===== src/rtl/x86_page_table_walker_core_assert.svh =====
// Assertion macros shared by the page walker RTL.
// No dependencies; included by files that carry concurrent checks.
`ifndef X86_PAGE_TABLE_WALKER_CORE_ASSERT_SVH
`define X86_PAGE_TABLE_WALKER_CORE_ASSERT_SVH
`ifndef ASSERT_OFF
`define PTW_ASSERT(label, clk, rst, expr) \
   label: assert property (@(posedge clk) disable iff (rst) (expr)) \
      else $error("ptw check failed");
`define PTW_ASSERT_NEXT(label, clk, rst, ante, cons) \
   label: assert property (@(posedge clk) disable iff (rst) (ante) |=> (cons)) \
      else $error("ptw check failed");
`else
`define PTW_ASSERT(label, clk, rst, expr)
`define PTW_ASSERT_NEXT(label, clk, rst, ante, cons)
`endif
`endif


===== src/rtl/ptw_pkg.sv =====
// Types and constants of the page table walker.
// No dependencies; used by the channel interfaces and the core.
package ptw_pkg;

   localparam int PHYS_ADDR_BITS = 52;
   localparam int PA_W           = 52;
   localparam int VA_W           = 57;
   localparam int ENTRY_W        = 64;
   localparam int CSR_DATA_W     = 52;
   localparam int IDX_W          = 9;

   localparam logic [PA_W-1:0] PA_MASK  = PA_W'((64'd1 << PHYS_ADDR_BITS) - 64'd1);
   localparam logic [PA_W-1:0] FRAME_4K = PA_MASK & ~PA_W'(64'hfff);
   localparam logic [PA_W-1:0] FRAME_2M = PA_MASK & ~PA_W'(64'h1fffff);
   localparam logic [PA_W-1:0] FRAME_1G = PA_MASK & ~PA_W'(64'h3fffffff);

   localparam int PRESENT_POS = 0;
   localparam int LARGE_POS   = 7;

   typedef enum logic [1:0] {
      KIND_READ  = 2'd0,
      KIND_DONE  = 2'd1,
      KIND_ERROR = 2'd2
   } kind_type;

   typedef enum logic [1:0] {
      SIZE_4K = 2'd0,
      SIZE_2M = 2'd1,
      SIZE_1G = 2'd2
   } size_type;

   typedef enum logic [1:0] {
      STATUS_OK          = 2'd0,
      STATUS_NOT_PRESENT = 2'd1,
      STATUS_UNSUPPORTED = 2'd2
   } status_type;

   typedef enum logic [1:0] {
      CSR_TABLE_ROOT     = 2'd0,
      CSR_FIVE_LEVEL     = 2'd1,
      CSR_PAGING_ENABLED = 2'd2
   } csr_index_type;

   typedef enum logic [2:0] {
      LVL_NONE = 3'd0,
      LVL_PT   = 3'd1,
      LVL_PD   = 3'd2,
      LVL_PDPT = 3'd3,
      LVL_PML4 = 3'd4,
      LVL_PML5 = 3'd5
   } level_type;

   typedef enum logic {
      OP_TRANSLATE = 1'b0,
      OP_ENTRY     = 1'b1
   } op_type;

   typedef struct packed {
      kind_type          kind;
      logic [PA_W-1:0]   read_address;
      logic [PA_W-1:0]   physical_address;
      size_type          page_size;
      status_type        status;
   } rsp_type;

endpackage


===== src/rtl/ptw_if.sv =====
// Valid/ready channel interfaces of the page table walker.
// Depends on ptw_pkg for field widths.
interface ptw_req_if;
   import ptw_pkg::*;

   logic                 valid;
   logic                 ready;
   logic                 operation;
   logic [VA_W-1:0]      virtual_address;
   logic [ENTRY_W-1:0]   table_entry;

   modport source (output valid, output operation, output virtual_address,
                   output table_entry, input ready);
   modport sink   (input valid, input operation, input virtual_address,
                   input table_entry, output ready);
endinterface

interface ptw_rsp_if;
   import ptw_pkg::*;

   logic              valid;
   logic              ready;
   logic [1:0]        kind;
   logic [PA_W-1:0]   read_address;
   logic [PA_W-1:0]   physical_address;
   logic [1:0]        page_size;
   logic [1:0]        status;

   modport source (output valid, output kind, output read_address,
                   output physical_address, output page_size, output status,
                   input ready);
   modport sink   (input valid, input kind, input read_address,
                   input physical_address, input page_size, input status,
                   output ready);
endinterface


===== src/rtl/x86_page_table_walker_core.sv =====
// A result beat is registered and is valid in the cycle after its request beat is accepted.
// Throughput: one beat per cycle; decode of an entry is masks and muxes between
// the request port and the result register, so walk speed is set by memory latency.
// The request side stalls only while a result beat waits on rsp ready.
// Reset (synchronous, active high) clears config, walk state and result valid.
// Depends on ptw_pkg, ptw_if.sv and x86_page_table_walker_core_assert.svh.
`include "x86_page_table_walker_core_assert.svh"

module x86_page_table_walker_core (
   input  logic                          clock,
   input  logic                          reset,
   input  logic                          csr_write_enable,
   input  logic [1:0]                    csr_index,
   input  logic [ptw_pkg::CSR_DATA_W-1:0] csr_write_data,
   ptw_req_if.sink                       req_chan,
   ptw_rsp_if.source                     rsp_chan
);
   import ptw_pkg::*;

   logic [PA_W-1:0]  table_root_ff;
   logic             five_level_ff;
   logic             paging_enabled_ff;

   logic             busy_ff, busy_in;
   level_type        walk_level_ff, walk_level_in;
   logic [VA_W-1:0]  held_address_ff, held_address_in;

   logic             rsp_valid_ff;
   rsp_type          rsp_ff, rsp_in;
   logic             has_result;
   logic             req_fire;

   level_type        lvl;
   level_type        next_lvl;
   logic             present;
   logic             ps_bit;
   logic [PA_W-1:0]  entry_pa;

   function automatic logic [PA_W-1:0] entry_address(input logic [PA_W-1:0] base,
                                                     input level_type level,
                                                     input logic [VA_W-1:0] va);
      logic [IDX_W-1:0] idx;
      unique case (level)
         LVL_PML5: idx = va[56:48];
         LVL_PML4: idx = va[47:39];
         LVL_PDPT: idx = va[38:30];
         LVL_PD:   idx = va[29:21];
         default:  idx = va[20:12];
      endcase
      return (base & FRAME_4K) | (PA_W'(idx) << 3);
   endfunction

   assign req_chan.ready = !rsp_valid_ff || rsp_chan.ready;
   assign req_fire       = req_chan.valid && req_chan.ready;

   // configuration writes
   always_ff @(posedge clock) begin
      if (reset) begin
         table_root_ff     <= '0;
         five_level_ff     <= 1'b0;
         paging_enabled_ff <= 1'b0;
      end else if (csr_write_enable) begin
         unique case (csr_index)
            CSR_TABLE_ROOT:     table_root_ff     <= csr_write_data;
            CSR_FIVE_LEVEL:     five_level_ff     <= csr_write_data[0];
            CSR_PAGING_ENABLED: paging_enabled_ff <= csr_write_data[0];
            default: ;
         endcase
      end
   end

   assign present  = req_chan.table_entry[PRESENT_POS];
   assign ps_bit   = req_chan.table_entry[LARGE_POS];
   assign entry_pa = req_chan.table_entry[PA_W-1:0];

   // levels outside PT..PML5 are handled as PT
   always_comb begin
      if (walk_level_ff >= LVL_PT && walk_level_ff <= LVL_PML5) begin
         lvl = walk_level_ff;
      end else begin
         lvl = LVL_PT;
      end
      unique case (lvl)
         LVL_PML5: next_lvl = LVL_PML4;
         LVL_PML4: next_lvl = LVL_PDPT;
         LVL_PDPT: next_lvl = LVL_PD;
         LVL_PD:   next_lvl = LVL_PT;
         default:  next_lvl = LVL_NONE;
      endcase
   end

   always_comb begin
      busy_in         = busy_ff;
      walk_level_in   = walk_level_ff;
      held_address_in = held_address_ff;
      has_result      = 1'b1;
      rsp_in          = '{kind: KIND_READ, read_address: '0, physical_address: '0,
                          page_size: SIZE_4K, status: STATUS_OK};
      if (req_chan.operation == OP_TRANSLATE) begin
         if (!paging_enabled_ff) begin
            busy_in       = 1'b0;
            walk_level_in = LVL_NONE;
            rsp_in.kind   = KIND_ERROR;
            rsp_in.status = STATUS_UNSUPPORTED;
         end else begin
            busy_in         = 1'b1;
            held_address_in = req_chan.virtual_address;
            walk_level_in   = five_level_ff ? LVL_PML5 : LVL_PML4;
            rsp_in.read_address = entry_address(table_root_ff, walk_level_in,
                                                req_chan.virtual_address);
         end
      end else if (!busy_ff) begin
         has_result = 1'b0;
      end else if (!present) begin
         busy_in       = 1'b0;
         walk_level_in = LVL_NONE;
         rsp_in.kind   = KIND_ERROR;
         rsp_in.status = STATUS_NOT_PRESENT;
      end else if (lvl == LVL_PDPT && ps_bit) begin
         busy_in                 = 1'b0;
         walk_level_in           = LVL_NONE;
         rsp_in.kind             = KIND_DONE;
         rsp_in.page_size        = SIZE_1G;
         rsp_in.physical_address = (entry_pa & FRAME_1G) |
                                   (PA_W'(held_address_ff[29:0]) & PA_MASK);
      end else if (lvl == LVL_PD && ps_bit) begin
         busy_in                 = 1'b0;
         walk_level_in           = LVL_NONE;
         rsp_in.kind             = KIND_DONE;
         rsp_in.page_size        = SIZE_2M;
         rsp_in.physical_address = (entry_pa & FRAME_2M) |
                                   (PA_W'(held_address_ff[20:0]) & PA_MASK);
      end else if (lvl == LVL_PT) begin
         busy_in                 = 1'b0;
         walk_level_in           = LVL_NONE;
         rsp_in.kind             = KIND_DONE;
         rsp_in.page_size        = SIZE_4K;
         rsp_in.physical_address = (entry_pa & FRAME_4K) |
                                   (PA_W'(held_address_ff[11:0]) & PA_MASK);
      end else begin
         walk_level_in       = next_lvl;
         rsp_in.read_address = entry_address(entry_pa, next_lvl, held_address_ff);
      end
   end

   always_ff @(posedge clock) begin
      if (reset) begin
         busy_ff         <= 1'b0;
         walk_level_ff   <= LVL_NONE;
         held_address_ff <= '0;
      end else if (req_fire) begin
         busy_ff         <= busy_in;
         walk_level_ff   <= walk_level_in;
         held_address_ff <= held_address_in;
      end
   end

   // result valid flag; reloads whenever the request side can move
   always_ff @(posedge clock) begin
      if (reset) begin
         rsp_valid_ff <= 1'b0;
      end else if (req_chan.ready) begin
         rsp_valid_ff <= req_fire && has_result;
      end
   end

   always_ff @(posedge clock) begin
      if (req_fire && has_result) begin
         rsp_ff <= rsp_in;
      end
   end

   assign rsp_chan.valid            = rsp_valid_ff;
   assign rsp_chan.kind             = rsp_ff.kind;
   assign rsp_chan.read_address     = rsp_ff.read_address;
   assign rsp_chan.physical_address = rsp_ff.physical_address;
   assign rsp_chan.page_size        = rsp_ff.page_size;
   assign rsp_chan.status           = rsp_ff.status;

   `PTW_ASSERT(a_busy_level, clock, reset,
      !busy_ff || (walk_level_ff >= LVL_PT && walk_level_ff <= LVL_PML5))
   `PTW_ASSERT_NEXT(a_start_walk, clock, reset,
      req_fire && req_chan.operation == OP_TRANSLATE && paging_enabled_ff,
      rsp_valid_ff && rsp_ff.kind == KIND_READ && busy_ff)
   `PTW_ASSERT_NEXT(a_idle_entry_silent, clock, reset,
      req_fire && req_chan.operation == OP_ENTRY && !busy_ff,
      !rsp_valid_ff)
   `PTW_ASSERT(a_error_ends_walk, clock, reset,
      !(rsp_valid_ff && rsp_ff.kind == KIND_ERROR) || !busy_ff)

endmodule

===== src/flat_wrapper.sv =====
// flat-port wrapper written by rule: the top's interface ports become plain ports
module x86_page_table_walker_core_flat import ptw_pkg::*;
  (clock, reset, csr_write_enable, csr_index, csr_write_data, req_chan_valid, req_chan_operation, req_chan_virtual_address, req_chan_table_entry, req_chan_ready, rsp_chan_valid, rsp_chan_kind, rsp_chan_read_address, rsp_chan_physical_address, rsp_chan_page_size, rsp_chan_status, rsp_chan_ready);
  ptw_req_if req_chan_i ();
  ptw_rsp_if rsp_chan_i ();
  input  logic clock;
  input  logic reset;
  input  logic csr_write_enable;
  input  logic [1:0] csr_index;
  input  logic [ptw_pkg::CSR_DATA_W-1:0] csr_write_data;
  input wire logic [$bits(req_chan_i.valid)-1:0] req_chan_valid;
  input wire logic [$bits(req_chan_i.operation)-1:0] req_chan_operation;
  input wire logic [$bits(req_chan_i.virtual_address)-1:0] req_chan_virtual_address;
  input wire logic [$bits(req_chan_i.table_entry)-1:0] req_chan_table_entry;
  output wire logic [$bits(req_chan_i.ready)-1:0] req_chan_ready;
  output wire logic [$bits(rsp_chan_i.valid)-1:0] rsp_chan_valid;
  output wire logic [$bits(rsp_chan_i.kind)-1:0] rsp_chan_kind;
  output wire logic [$bits(rsp_chan_i.read_address)-1:0] rsp_chan_read_address;
  output wire logic [$bits(rsp_chan_i.physical_address)-1:0] rsp_chan_physical_address;
  output wire logic [$bits(rsp_chan_i.page_size)-1:0] rsp_chan_page_size;
  output wire logic [$bits(rsp_chan_i.status)-1:0] rsp_chan_status;
  input wire logic [$bits(rsp_chan_i.ready)-1:0] rsp_chan_ready;
  assign req_chan_i.valid = req_chan_valid;
  assign req_chan_i.operation = req_chan_operation;
  assign req_chan_i.virtual_address = req_chan_virtual_address;
  assign req_chan_i.table_entry = req_chan_table_entry;
  assign req_chan_ready = req_chan_i.ready;
  assign rsp_chan_valid = rsp_chan_i.valid;
  assign rsp_chan_kind = rsp_chan_i.kind;
  assign rsp_chan_read_address = rsp_chan_i.read_address;
  assign rsp_chan_physical_address = rsp_chan_i.physical_address;
  assign rsp_chan_page_size = rsp_chan_i.page_size;
  assign rsp_chan_status = rsp_chan_i.status;
  assign rsp_chan_i.ready = rsp_chan_ready;
  x86_page_table_walker_core u_core (.clock(clock), .reset(reset), .csr_write_enable(csr_write_enable), .csr_index(csr_index), .csr_write_data(csr_write_data), .req_chan(req_chan_i), .rsp_chan(rsp_chan_i));
endmodule

===== config.mk =====
export PLATFORM = sky130hd
export DESIGN_NAME = x86_page_table_walker_core_flat
export DESIGN_NICKNAME = d
export VERILOG_FILES = /design/src/rtl/ptw_pkg.sv /design/src/rtl/ptw_if.sv /design/src/rtl/x86_page_table_walker_core.sv /design/src/flat_wrapper.sv
export VERILOG_INCLUDE_DIRS = /design/src /design/src/rtl
export SDC_FILE = /design/constraint.sdc
export NUM_CORES = 1
export LEC_CHECK = 0
export BUFFER_PORTS_ARGS = -buffer_cell sky130_fd_sc_hd__buf_2
export CORE_MARGIN = 2
export CORE_UTILIZATION = 50
export CTS_BUF_LIST = sky130_fd_sc_hd__clkbuf_4
export DETAILED_ROUTE_END_ITERATION = 10
export GPL_TIMING_DRIVEN = 1
export HOLD_SLACK_MARGIN = 0.15
export PLACE_DENSITY = 0.77
export SLEW_MARGIN = 25
export SYNTH_ARGS = -nofsm -noshare
export SYNTH_HDL_FRONTEND = slang
export SYNTH_SLANG_ARGS = --single-unit

===== constraint.sdc =====
create_clock -name clock -period 9.64 [get_ports clock]
set_input_delay 2.892 -clock clock [delete_from_list [all_inputs] [get_ports clock]]
set_output_delay 2.892 -clock clock [all_outputs]
set_load 0.01 [all_outputs]

Word-level counts from Yosys, hierarchy flattened:

Index checks and enable logic that the tools add are counted.

* bits in writable memories: 0
* latch bits: 0
* memories: 0
* register bits after elaboration: 226
* bits in read-only memories: 0

* div/mod/pow operators: 0
* bitwise gates (word level): 8
* mux-type cells: 46
* order comparisons: 2
* equality and inequality tests: 16
* shifts and indexed selects: 0
* reductions and logical operators: 15
* multipliers: 0
* $add $sub $neg: 0

Operator list (number)
* $mux 54: 4
* $mux 52: 4
* $or 52x12->52: 3
* $mux 110: 1
* $mux 106: 1
* $mux 9: 8
* $pmux 9 s4: 2
* $or 52x21->52: 1
* $or 52x30->52: 1
* $mux 3: 8
* $eq 3x2->1 const B: 6
* $eq 3x3->1 const B: 6
* $mux 1: 12
* $pmux 3 s4: 1
* $mux 2: 5
* $reduce_and 2->1: 4
* $reduce_and 3->1: 2
* $logic_and 1x1->1: 5
* $reduce_or 4->1: 1
* $eq 3x1->1 const B: 1
* $ge 3x1->1 const B: 1
* $le 3x3->1 const B: 1
* $not 1->1: 3
* $eq 2x1->1 const B: 1
* 5 further kinds: 5

Longest topological paths before layout:

Gate-level depths: netlist (run 1).

* word-level depth: 20
* depth in mapped cells: 7
* gate-level depth less buffers: 4

Worst setup path before layout (run 1):

OpenSTA, ideal clock, no wires.

* path kind: input-to-output
* start point: input port rsp_chan_ready
* end point: output port req_chan_ready
* buffers on the path: 2
* cell stages on the path: 4
* arrival: 3478 ps
* required time: 6748 ps
* path slack: 3270 ps
* cell sequence: nor2b_1 -> buf_2 -> inv_2 -> clkbuf_1

* longest elaborated chain between the ends: 1

Ends and longest elaborated chain
* from (decl): RTL line flat_wrapper.sv:22 `input wire logic [$bits(rsp_chan_i.ready)-1:0] rsp_chan_ready;`
* $logic_or 1x1->1: RTL line x86_page_table_walker_core.sv:53 `assign req_chan.ready = !rsp_valid_ff || rsp_chan.ready;`
* to (decl): RTL line flat_wrapper.sv:15 `output wire logic [$bits(req_chan_i.ready)-1:0] req_chan_ready;`

No other way between the ends.

Worst setup path in the final report (run 1):

Ends and elaborated chain as after synthesis.

==> impl_metrics.yaml, run 1 <==
yosys:
  synth_cells: 790
  synth_area_leaders: "edfxtp_1 37%, dfxtp_1 22%, a21oi_1 5.2%, o31ai_1 4.1%, a22o_1 4.0%"
  synth-async-reset-ratio: 0
  ys_warn_count: 0
  synth_area_per_cell_um2: 11.0
  ys_ff_latch: 202
  seq_area_frac_synth: 0.588
  synth_edf_count: 107
  synth_area_leader_cell: "edfxtp_1"
  synth_top_flop_cell: "edfxtp_1"
  syn_area_mm2: 0.00870
  synth_top_area_frac: 0.369
  yosysUniqueCellTypes: 51
floorplanning:
  die_y_um: 136
  pin_count: 293
  start_util: 0.507
  core-area_mm2: 0.0172
  fp-row-count: 48
  dieArea_mm2: 0.0185
  die_width_um: 136
clock_network:
  tritoncts: "built"
  ctsResizeCount: 0
  path_clk_slew_ps: 60
  insertion_delay_ps: 640
  root_buffer: "clkbuf_4"
  cts_hold_buf: 0
  cts_buffers: 50
  cts_sinks: 202
  cts.path.max_buffers: 3
  cts_max_level: 2
  post_cts_buffers: 0
min_path:
  hold_path.class: "reg2reg"
sta:
  skew_ps: 33.3
  maxSlewViolCount: 0
  fin_tns_setup_ps: 0
  fin_crit_sh: 0.760
  min_period_ps: 7330
  rsz0062_at_grt: "false"
  finalHoldViolations: 0
  fmax_mhz: 136
  setup_viol: 0
  worstMarginPinSlew_ps: 1040
  max_slew_margin: 0.310
run_status:
  status: "completed"
pwr:
  peakVddDrop_v: 0.0000808
  power_density_mw_per_mm2: 172
  cellLeakagePower_nw: 4.15
  p_sw_frac: 0.238
  comb_power_share: 0.081
  seqPwrFrac: 0.522
  clock_power_share: 0.397
  p_total_w: 0.00182
  switchingPower_w: 0.000434
  power.internal_w: 0.00139
placed_design:
  io_buffers: 256
  dp_hpwl_um: 15300
  gp_congestion: 0.806
global_route:
  grt_start_max_net_pins: 97
  grt-ovfl-total: 0
  track_usage: 0.245
  grt_first_pass_wirelength_um: 35100
  grt_pass1_vias: 6537
  antenna_found_initial: 1
worst_setup_path:
  cp-start-kind: "input pin"
  worstSetupPathType: "in2out"
  cp.arrival_ps: 4430
  cp.required_ps: 6750
  critPathMaxFanout: 55
  cp-end-kind: "output pin"
final_layout:
  layout.nets: 1194
  n_fill_cell: 1403
  antenna_cells: 0
  drive_gt1_frac: 0.354
  final_common_cell: "buf_2"
  utilization: 0.616
  syn_to_final_growth_pct: 21.7
  final_cell_mix: "255 x buf_2, 107 x edfxtp_1, 94 x dfxtp_1"
drt:
  first_pass_iters: 6
  viasPerCell: 5.68
  drtAntennaViolNets: 0
  routedWlPerCell_um: 18.5
  drt_iter0_drc: 770
  vias: 7262
  route.detailed.drc: 0
  wirelength_um: 23600
flow_run:
  drv_cap: 0
## synth_stat cells (2+ instances only)
| library cell | instances |
|---|---|
| and4b_1 | 14 |
| mux2i_1 | 11 |
| a32o_1 | 9 |
| clkbuf_1 | 63 |
| buf_4 | 5 |
| a311oi_1 | 2 |
| a221oi_1 | 7 |
| o22ai_1 | 2 |
| nand3b_1 | 3 |
| nor2_1 | 14 |
| buf_2 | 18 |
| edfxtp_1 | 107 |
| nor3_1 | 2 |
| a31oi_1 | 2 |
| or3b_2 | 3 |
| buf_1 | 2 |
| o31ai_1 | 48 |
| a22oi_1 | 9 |
| a21oi_1 | 90 |
| and3b_1 | 7 |
| buf_6 | 4 |
| inv_1 | 3 |
| a32oi_1 | 2 |
| mux2_2 | 9 |
| nand4_1 | 49 |
| dfxtp_1 | 95 |
| nand2b_1 | 7 |
| a22o_1 | 40 |
| o221ai_1 | 2 |
| and2_1 | 34 |
| nor2b_1 | 9 |
| nand2_1 | 92 |
| a211oi_1 | 8 |
## power by group through the flow
stage / registers (W) / clock network (W) / logic (W)
after floorplan: 0.000981 / 0 / 0.0000655
after global placement: 0.000970 / 0 / 0.000145
after detailed placement: 0.000972 / 0 / 0.000146
after CTS: 0.000953 / 0.000744 / 0.000147
after global routing: 0.000955 / 0.000787 / 0.000161
final: 0.000953 / 0.000725 / 0.000148
## per-layer routing
layer,track usage,up-vias,share of wire,routed length (µm)
li1,-,3450,-,-
met1,0.328,3407,0.41,9780
met2,0.393,358,0.47,11100
met3,0.0615,45,0.094,2210
met4,0.0799,2,0.022,510
met5,0,-,0.00055,13
## metrics by stage
step | instance area, µm² | hold slack [ps] | worst slack (ps) | std cells
6_report | 10600 | 457 | 2310 | 1278
5_1_grt | 10600 | 474 | 2200 | 1278
4_1_cts | 10600 | 456 | 2360 | 1278
3_5_place_dp | 9910 | 447 | 2360 | 1186
3_3_place_gp | 9910 | 442 | 2370 | 1186
2_1_floorplan | 8710 | 437 | 3270 | 792
## cell families (layout without fill, tap and decap cells)
kind of cell	Yosys count	in the layout	synth area share
simple gates	242	242	0.154
compound gates	226	226	0.180
flops	202	202	0.588
buf+inv	98	359	0.0526
mux	20	20	0.0243
other cells	1	3	0.000431
xor+xnor	1	1	0.00101
## layout make-up
cell class / count / area (µm²) / area share
clock buffers: 86 / 646 / 0.0610
clock inverters: 6 / 22.5 / 0.00213
inverters: 5 / 26.3 / 0.00248
multi-input cells: 492 / 3160 / 0.299
flip-flops and latches: 202 / 5120 / 0.483
well taps: 225 / 282 / 0.0266
repair buffers: 262 / 1330 / 0.126
## worst max-delay path, stage by stage
cell and delay [ps]:
buf_2 110, nor2b_4 90, buf_4 470, inv_2 510
buf_2 300
## worst paths after layout
kind,startpoint,endpoint,slack (ps),depth (start not counted)
setup reg to reg,u_core.rsp_chan.valid,u_core.rsp_chan.physical_address[18],6480,5
hold / removal,u_core.table_root_ff[32],u_core.table_root_ff[32],460,2
setup / recovery,rsp_chan_ready,req_chan_ready,2310,5
hold reg to reg,u_core.table_root_ff[32],u_core.table_root_ff[32],460,2
## registers in the layout, indices dropped and copies added (netlist names)
register                          flops
u_core.rsp_chan.physical_address     52
u_core.rsp_chan.read_address         49
u_core.held_address_ff               48
u_core.table_root_ff                 40
u_core.walk_level_ff                  3
u_core.rsp_chan.kind                  2
u_core.rsp_chan.page_size             2
u_core.rsp_chan.status                2
u_core.busy_ff                        1
u_core.five_level_ff                  1
u_core.paging_enabled_ff              1
u_core.rsp_chan.valid                 1
No activity file was read; power rests on OpenSTA's default activity.
==> run 2, diff against run 1 <==
==> constraint.sdc (replaced) <==
create_clock -name clock -period 7.35 [get_ports clock]
set_input_delay 2.205 -clock clock [delete_from_list [all_inputs] [get_ports clock]]
set_output_delay 2.205 -clock clock [all_outputs]
set_load 0.01 [all_outputs]
==> impl_metrics.yaml, run 2 (synthesis results as in run 1) <==
pwr:
  power.internal_w: 0.00182
  power_density_mw_per_mm2: 226
  switchingPower_w: 0.000576
  seqPwrFrac: 0.520
  p_sw_frac: 0.240
  peakVddDrop_v: 0.000110
  comb_power_share: 0.081
  clock_power_share: 0.398
  cellLeakagePower_nw: 4.15
drt:
  routedWlPerCell_um: 18.5
  first_pass_iters: 5
  drt_iter0_drc: 647
  drtAntennaViolNets: 0
  vias: 7240
  route.detailed.drc: 0
  wirelength_um: 23700
  viasPerCell: 5.66
clock_network:
  cts_sinks: 202
  tritoncts: "built"
  post_cts_buffers: 0
  cts_buffers: 50
  cts_max_level: 2
  path_clk_slew_ps: 60
  cts_hold_buf: 0
  root_buffer: "clkbuf_4"
  insertion_delay_ps: 640
  cts.path.max_buffers: 3
  ctsResizeCount: 0
final_layout:
  final_common_cell: "buf_2"
  antenna_cells: 0
  fin_cells: 1279
  largest_reg_flops: 52
  n_fill_cell: 1476
  layout.nets: 1196
  syn_to_final_growth_pct: 22.0
  final_cell_mix: "255 x buf_2, 107 x edfxtp_1, 95 x dfxtp_1"
  drive_gt1_frac: 0.349
sta:
  fmax_mhz: 188
  skew_ps: 44.8
  fin_crit_sh: 0.725
  setup_viol: 0
  fin_tns_setup_ps: 0
  min_period_ps: 5330
  rsz0062_at_grt: "false"
  finalHoldViolations: 0
  max_slew_margin: 0.325
  maxSlewViolCount: 0
  worstMarginPinSlew_ps: 1010
placed_design:
  dp_hpwl_um: 15300
  gp_congestion: 0.820
  dp_cells: 1187
  io_buffers: 256
worst_setup_path:
  cpMostUsedCell: "buf_2"
  critPathMaxFanout: 51
  crit_chain: "buf_2 -> nor2b_4 -> buf_4 -> inv_2 -> buf_2"
  cp-start-kind: "input pin"
  regToRegSetupSlack_ps: 4070
  cp-end-kind: "output pin"
  max_stage_delay_ps: 480
  cp.arrival_ps: 3120
  worst_path_max_delay_cell: "buf_4"
  cp.required_ps: 5140
  worstSetupPathType: "in2out"
floorplanning:
  start_util: 0.507
  core-area_mm2: 0.0172
  dieArea_mm2: 0.0185
  pin_count: 293
  die_y_um: 136
  die_width_um: 136
  fp-row-count: 48
global_route:
  antenna_found_initial: 1
  grt_pass1_vias: 6647
  track_usage: 0.246
  grt_first_pass_wirelength_um: 35100
  grt_start_max_net_pins: 97
  grt-ovfl-total: 0
run_status:
  status: "completed"
min_path:
  hold_path.class: "reg2reg"
flow_run:
  drv_cap: 0
[run 2: path summary, 6_finish.rpt]
| path | startpoint | cells after the start | to |
|---|---|---|---|
| worst min-delay path | u_core.table_root_ff[14] | 2 | u_core.table_root_ff[14] |
| worst max register to register | u_core.rsp_chan.valid | 6 | u_core.rsp_chan.read_address[38] |
| worst max-delay path | rsp_chan_ready | 5 | req_chan_ready |
| worst min register to register | u_core.table_root_ff[14] | 2 | u_core.table_root_ff[14] |
[run 2: layer usage]
metal / up-vias / track usage / share of wire
li1: 3460 / - / -
met5: - / 0 / 0.00055
met3: 58 / 0.0585 / 0.097
met4: 2 / 0.0938 / 0.029
met1: 3342 / 0.319 / 0.40
met2: 378 / 0.400 / 0.47
[run 2: final cells by class]
type	instances	area, µm²	area share
Sequential cell	202	5110	0.482
Clock buffer	79	593	0.0559
Clock inverter	12	72.6	0.00684
Multi-Input combinational cell	492	3160	0.298
Tap cell	225	282	0.0265
Timing Repair Buffer	264	1360	0.128
Inverter	5	26.3	0.00247
[run 2: through the flow]
step	cell area, µm²	hold slack, ps	setup WS, ps	power, W	util
CTS	10600	455	2030	0.00243	0.616
detailed placement	9920	447	2030	0.00147	0.577
global placement	9920	442	2040	0.00146	0.577
finish	10600	453	2020	0.00240	0.618
floorplan	8710	437	1780	0.00137	-
global route	10600	468	1950	0.00250	0.618
[run 2: power groups by stage]
| stage | Combinational (W) | Sequential (W) | Clock, W |
|---|---|---|---|
| after floorplan | 0.0000859 | 0.00129 | 0 |
| after global placement | 0.000190 | 0.00127 | 0 |
| after detailed placement | 0.000192 | 0.00127 | 0 |
| after CTS | 0.000193 | 0.00125 | 0.000983 |
| after global routing | 0.000213 | 0.00125 | 0.00103 |
| final | 0.000195 | 0.00125 | 0.000956 |
[run 2: critical path: cells and delay by family]
kind | cells | cell delay [ps]
buf+inv | 4 | 810
simple gates | 1 | 90
==> run 3, diff against run 2 <==
--- a/config.mk
+++ b/config.mk
@@ -6,6 +6,7 @@
 export SDC_FILE = /design/constraint.sdc
 export NUM_CORES = 1
 export LEC_CHECK = 0
+export ABC_AREA = 1
 export BUFFER_PORTS_ARGS = -buffer_cell sky130_fd_sc_hd__buf_2
 export CORE_MARGIN = 2
 export CORE_UTILIZATION = 50
@@ -13,7 +14,7 @@
 export DETAILED_ROUTE_END_ITERATION = 10
 export GPL_TIMING_DRIVEN = 1
 export HOLD_SLACK_MARGIN = 0.15
-export PLACE_DENSITY = 0.77
+export PLACE_DENSITY = 0.78
 export SLEW_MARGIN = 25
 export SYNTH_ARGS = -nofsm -noshare
 export SYNTH_HDL_FRONTEND = slang
==> constraint.sdc (replaced) <==
create_clock -name clock -period 5.4 [get_ports clock]
set_input_delay 1.62 -clock clock [delete_from_list [all_inputs] [get_ports clock]]
set_output_delay 1.62 -clock clock [all_outputs]
set_load 0.01 [all_outputs]
==> impl_metrics.yaml, run 3 <==
floorplanning:
  core-area_mm2: 0.0164
  die_y_um: 133
  start_util: 0.506
  die_width_um: 133
  dieArea_mm2: 0.0177
  pin_count: 293
  fp-row-count: 47
min_path:
  holdPathStages: 2
  hold_path.class: "reg2reg"
worst_setup_path:
  cp.required_ps: 3780
  rr_worst_depth: 4
  regToRegSetupSlack_ps: 2980
  cp-end-kind: "output pin"
  critPathMaxFanout: 3
  worst_path_max_delay_cell: "buf_2"
  cp-start-kind: "input pin"
  worstSetupPathType: "in2out"
  cpMostUsedCell: "buf_2"
  cp.arrival_ps: 1960
  crit_chain: "buf_2 -> inv_1 -> nand2_1 -> buf_2"
  max_stage_delay_ps: 140
final_layout:
  layout.nets: 1372
  drive_gt1_frac: 0.292
  utilization: 0.627
  final_common_cell: "nor2_1"
  syn_to_final_growth_pct: 23.9
  fin_cells: 1457
  largest_reg_flops: 52
  final_cell_mix: "260 x nor2_1, 256 x buf_2, 123 x nand2_1"
clock_network:
  root_buffer: "clkbuf_4"
  ctsResizeCount: 0
  cts_hold_buf: 0
  cts_max_level: 2
  path_clk_slew_ps: 60
  post_cts_buffers: 0
  cts_buffers: 50
  insertion_delay_ps: 650
  cts.path.max_buffers: 3
  cts_sinks: 202
  tritoncts: "built"
run_status:
  status: "completed"
sta:
  setup_viol: 0
  finalHoldViolations: 0
  fin_crit_sh: 0.663
  worstMarginPinSlew_ps: 868
  hold_ws_ps: 482
  fin_ws_ps: 1820
  max_slew_margin: 0.420
  rsz0062_at_grt: "false"
  min_period_ps: 3580
  maxSlewViolCount: 0
  fin_tns_setup_ps: 0
  fmax_mhz: 279
  skew_ps: 42.0
drt:
  viasPerCell: 4.96
  first_pass_iters: 5
  drt_iter0_drc: 474
  vias: 7223
  wirelength_um: 22000
  routedWlPerCell_um: 15.1
  drtAntennaViolNets: 0
  route.detailed.drc: 0
yosys:
  synth_top_area_frac: 0.387
  synth_area_leaders: "edfxtp_1 39%, dfxtp_1 23%, nor2_1 12%, o21ai_0 6.9%, nand2_1 5.6%"
  synth_most_common_cell: "nor2_1"
  ys_ff_latch: 202
  synth-async-reset-ratio: 0
  ys_warn_count: 0
  synth_edf_count: 107
  synth_area_leader_cell: "edfxtp_1"
  syn_area_mm2: 0.00830
  synth_area_per_cell_um2: 8.92
  yosysUniqueCellTypes: 28
  netlist_top_cells_count: "260 x nor2_1, 123 x nand2_1, 114 x o21ai_0, 107 x edfxtp_1, 95 x dfxtp_1"
  synth_top_flop_cell: "edfxtp_1"
  seq_area_frac_synth: 0.616
  synth_cells: 931
placed_design:
  place_ws_ps: 1730
  io_buffers: 256
  dp_hpwl_um: 14600
  dp_cells: 1359
  gp_congestion: 0.860
global_route:
  grt_pass1_vias: 7062
  grt_start_max_net_pins: 64
  antenna_found_initial: 7
  track_usage: 0.248
  grt-ovfl-total: 0
  grt_first_pass_wirelength_um: 34700
pwr:
  cellLeakagePower_nw: 4.78
  power_density_mw_per_mm2: 312
  peakVddDrop_v: 0.000171
flow_run:
  drv_cap: 0
run 3: cell count changes in the layout (fill, tap and decap cells not counted), sizes merged, moves of 40 or more:
cell / delta
nor2: +249
o21ai: +149
a21oi: -86
inv: +68
o31ai: -48
a22o: -40
nand4: -40
run 3: power breakdown:
group | switching (W) | total [W] | leakage, nW | internal [W]
combinational | 0.000159 | 0.000257 | 2.60 | 0.0000981
clock | 0.000599 | 0.00124 | 0.374 | 0.000637
sequential | 0.0000303 | 0.00171 | 1.81 | 0.00168
run 3: cell type report:
type                       instances  area [µm²]
multi-input combinational        600        2630
clock buffer                      75         563
inverter                          75         284
tap                              220         275
clock inverter                    16        68.8
antenna                            7        17.5
fill                            1423        6120
sequential                       202        5110
timing repair buffer             262        1340
run 3: routing by layer:
metal / routed length [µm] / share of wire / vias up / GRT usage
met5: 0 / 0 / - / 0
met4: 650 / 0.030 / 0 / 0.105
met3: 1770 / 0.080 / 44 / 0.0567
met2: 10900 / 0.49 / 335 / 0.428
met1: 8750 / 0.40 / 3271 / 0.298
li1: - / - / 3573 / -
run 3: cells by family (layout without fill, tap and decap cells):
logic type | count (synthesis) | count (layout) | share of synthesized area
AO/OA/AOI/OAI | 160 | 160 | 0.0986
other | 1 | 10 | 0.000452
buffers and inverters | 131 | 428 | 0.0686
flip-flops | 202 | 202 | 0.616
AND/OR/NAND/NOR | 437 | 437 | 0.216
run 3: worst paths after layout:
path,start,endpoint
max,rsp_chan_ready,req_chan_ready
min,u_core.table_root_ff[34],u_core.table_root_ff[34]
max reg2reg,u_core.walk_level_ff[2],u_core.rsp_chan.read_address[43]
min reg2reg,u_core.table_root_ff[34],u_core.table_root_ff[34]
run 3: stage by stage:
step | total power [W] | instance area [µm²]
after detailed placement | 0.00200 | 9640
after floorplan | 0.00188 | 8310
after global routing | 0.00335 | 10300
after global placement | 0.00200 | 9640
final | 0.00321 | 10300
after CTS | 0.00324 | 10300
run 3: worst max-delay path, delay by kind of cell:
| family | cells | cell delay (ps) |
|---|---|---|
| AND/OR/NAND/NOR | 1 | 60 |
| buffers and inverters | 3 | 270 |
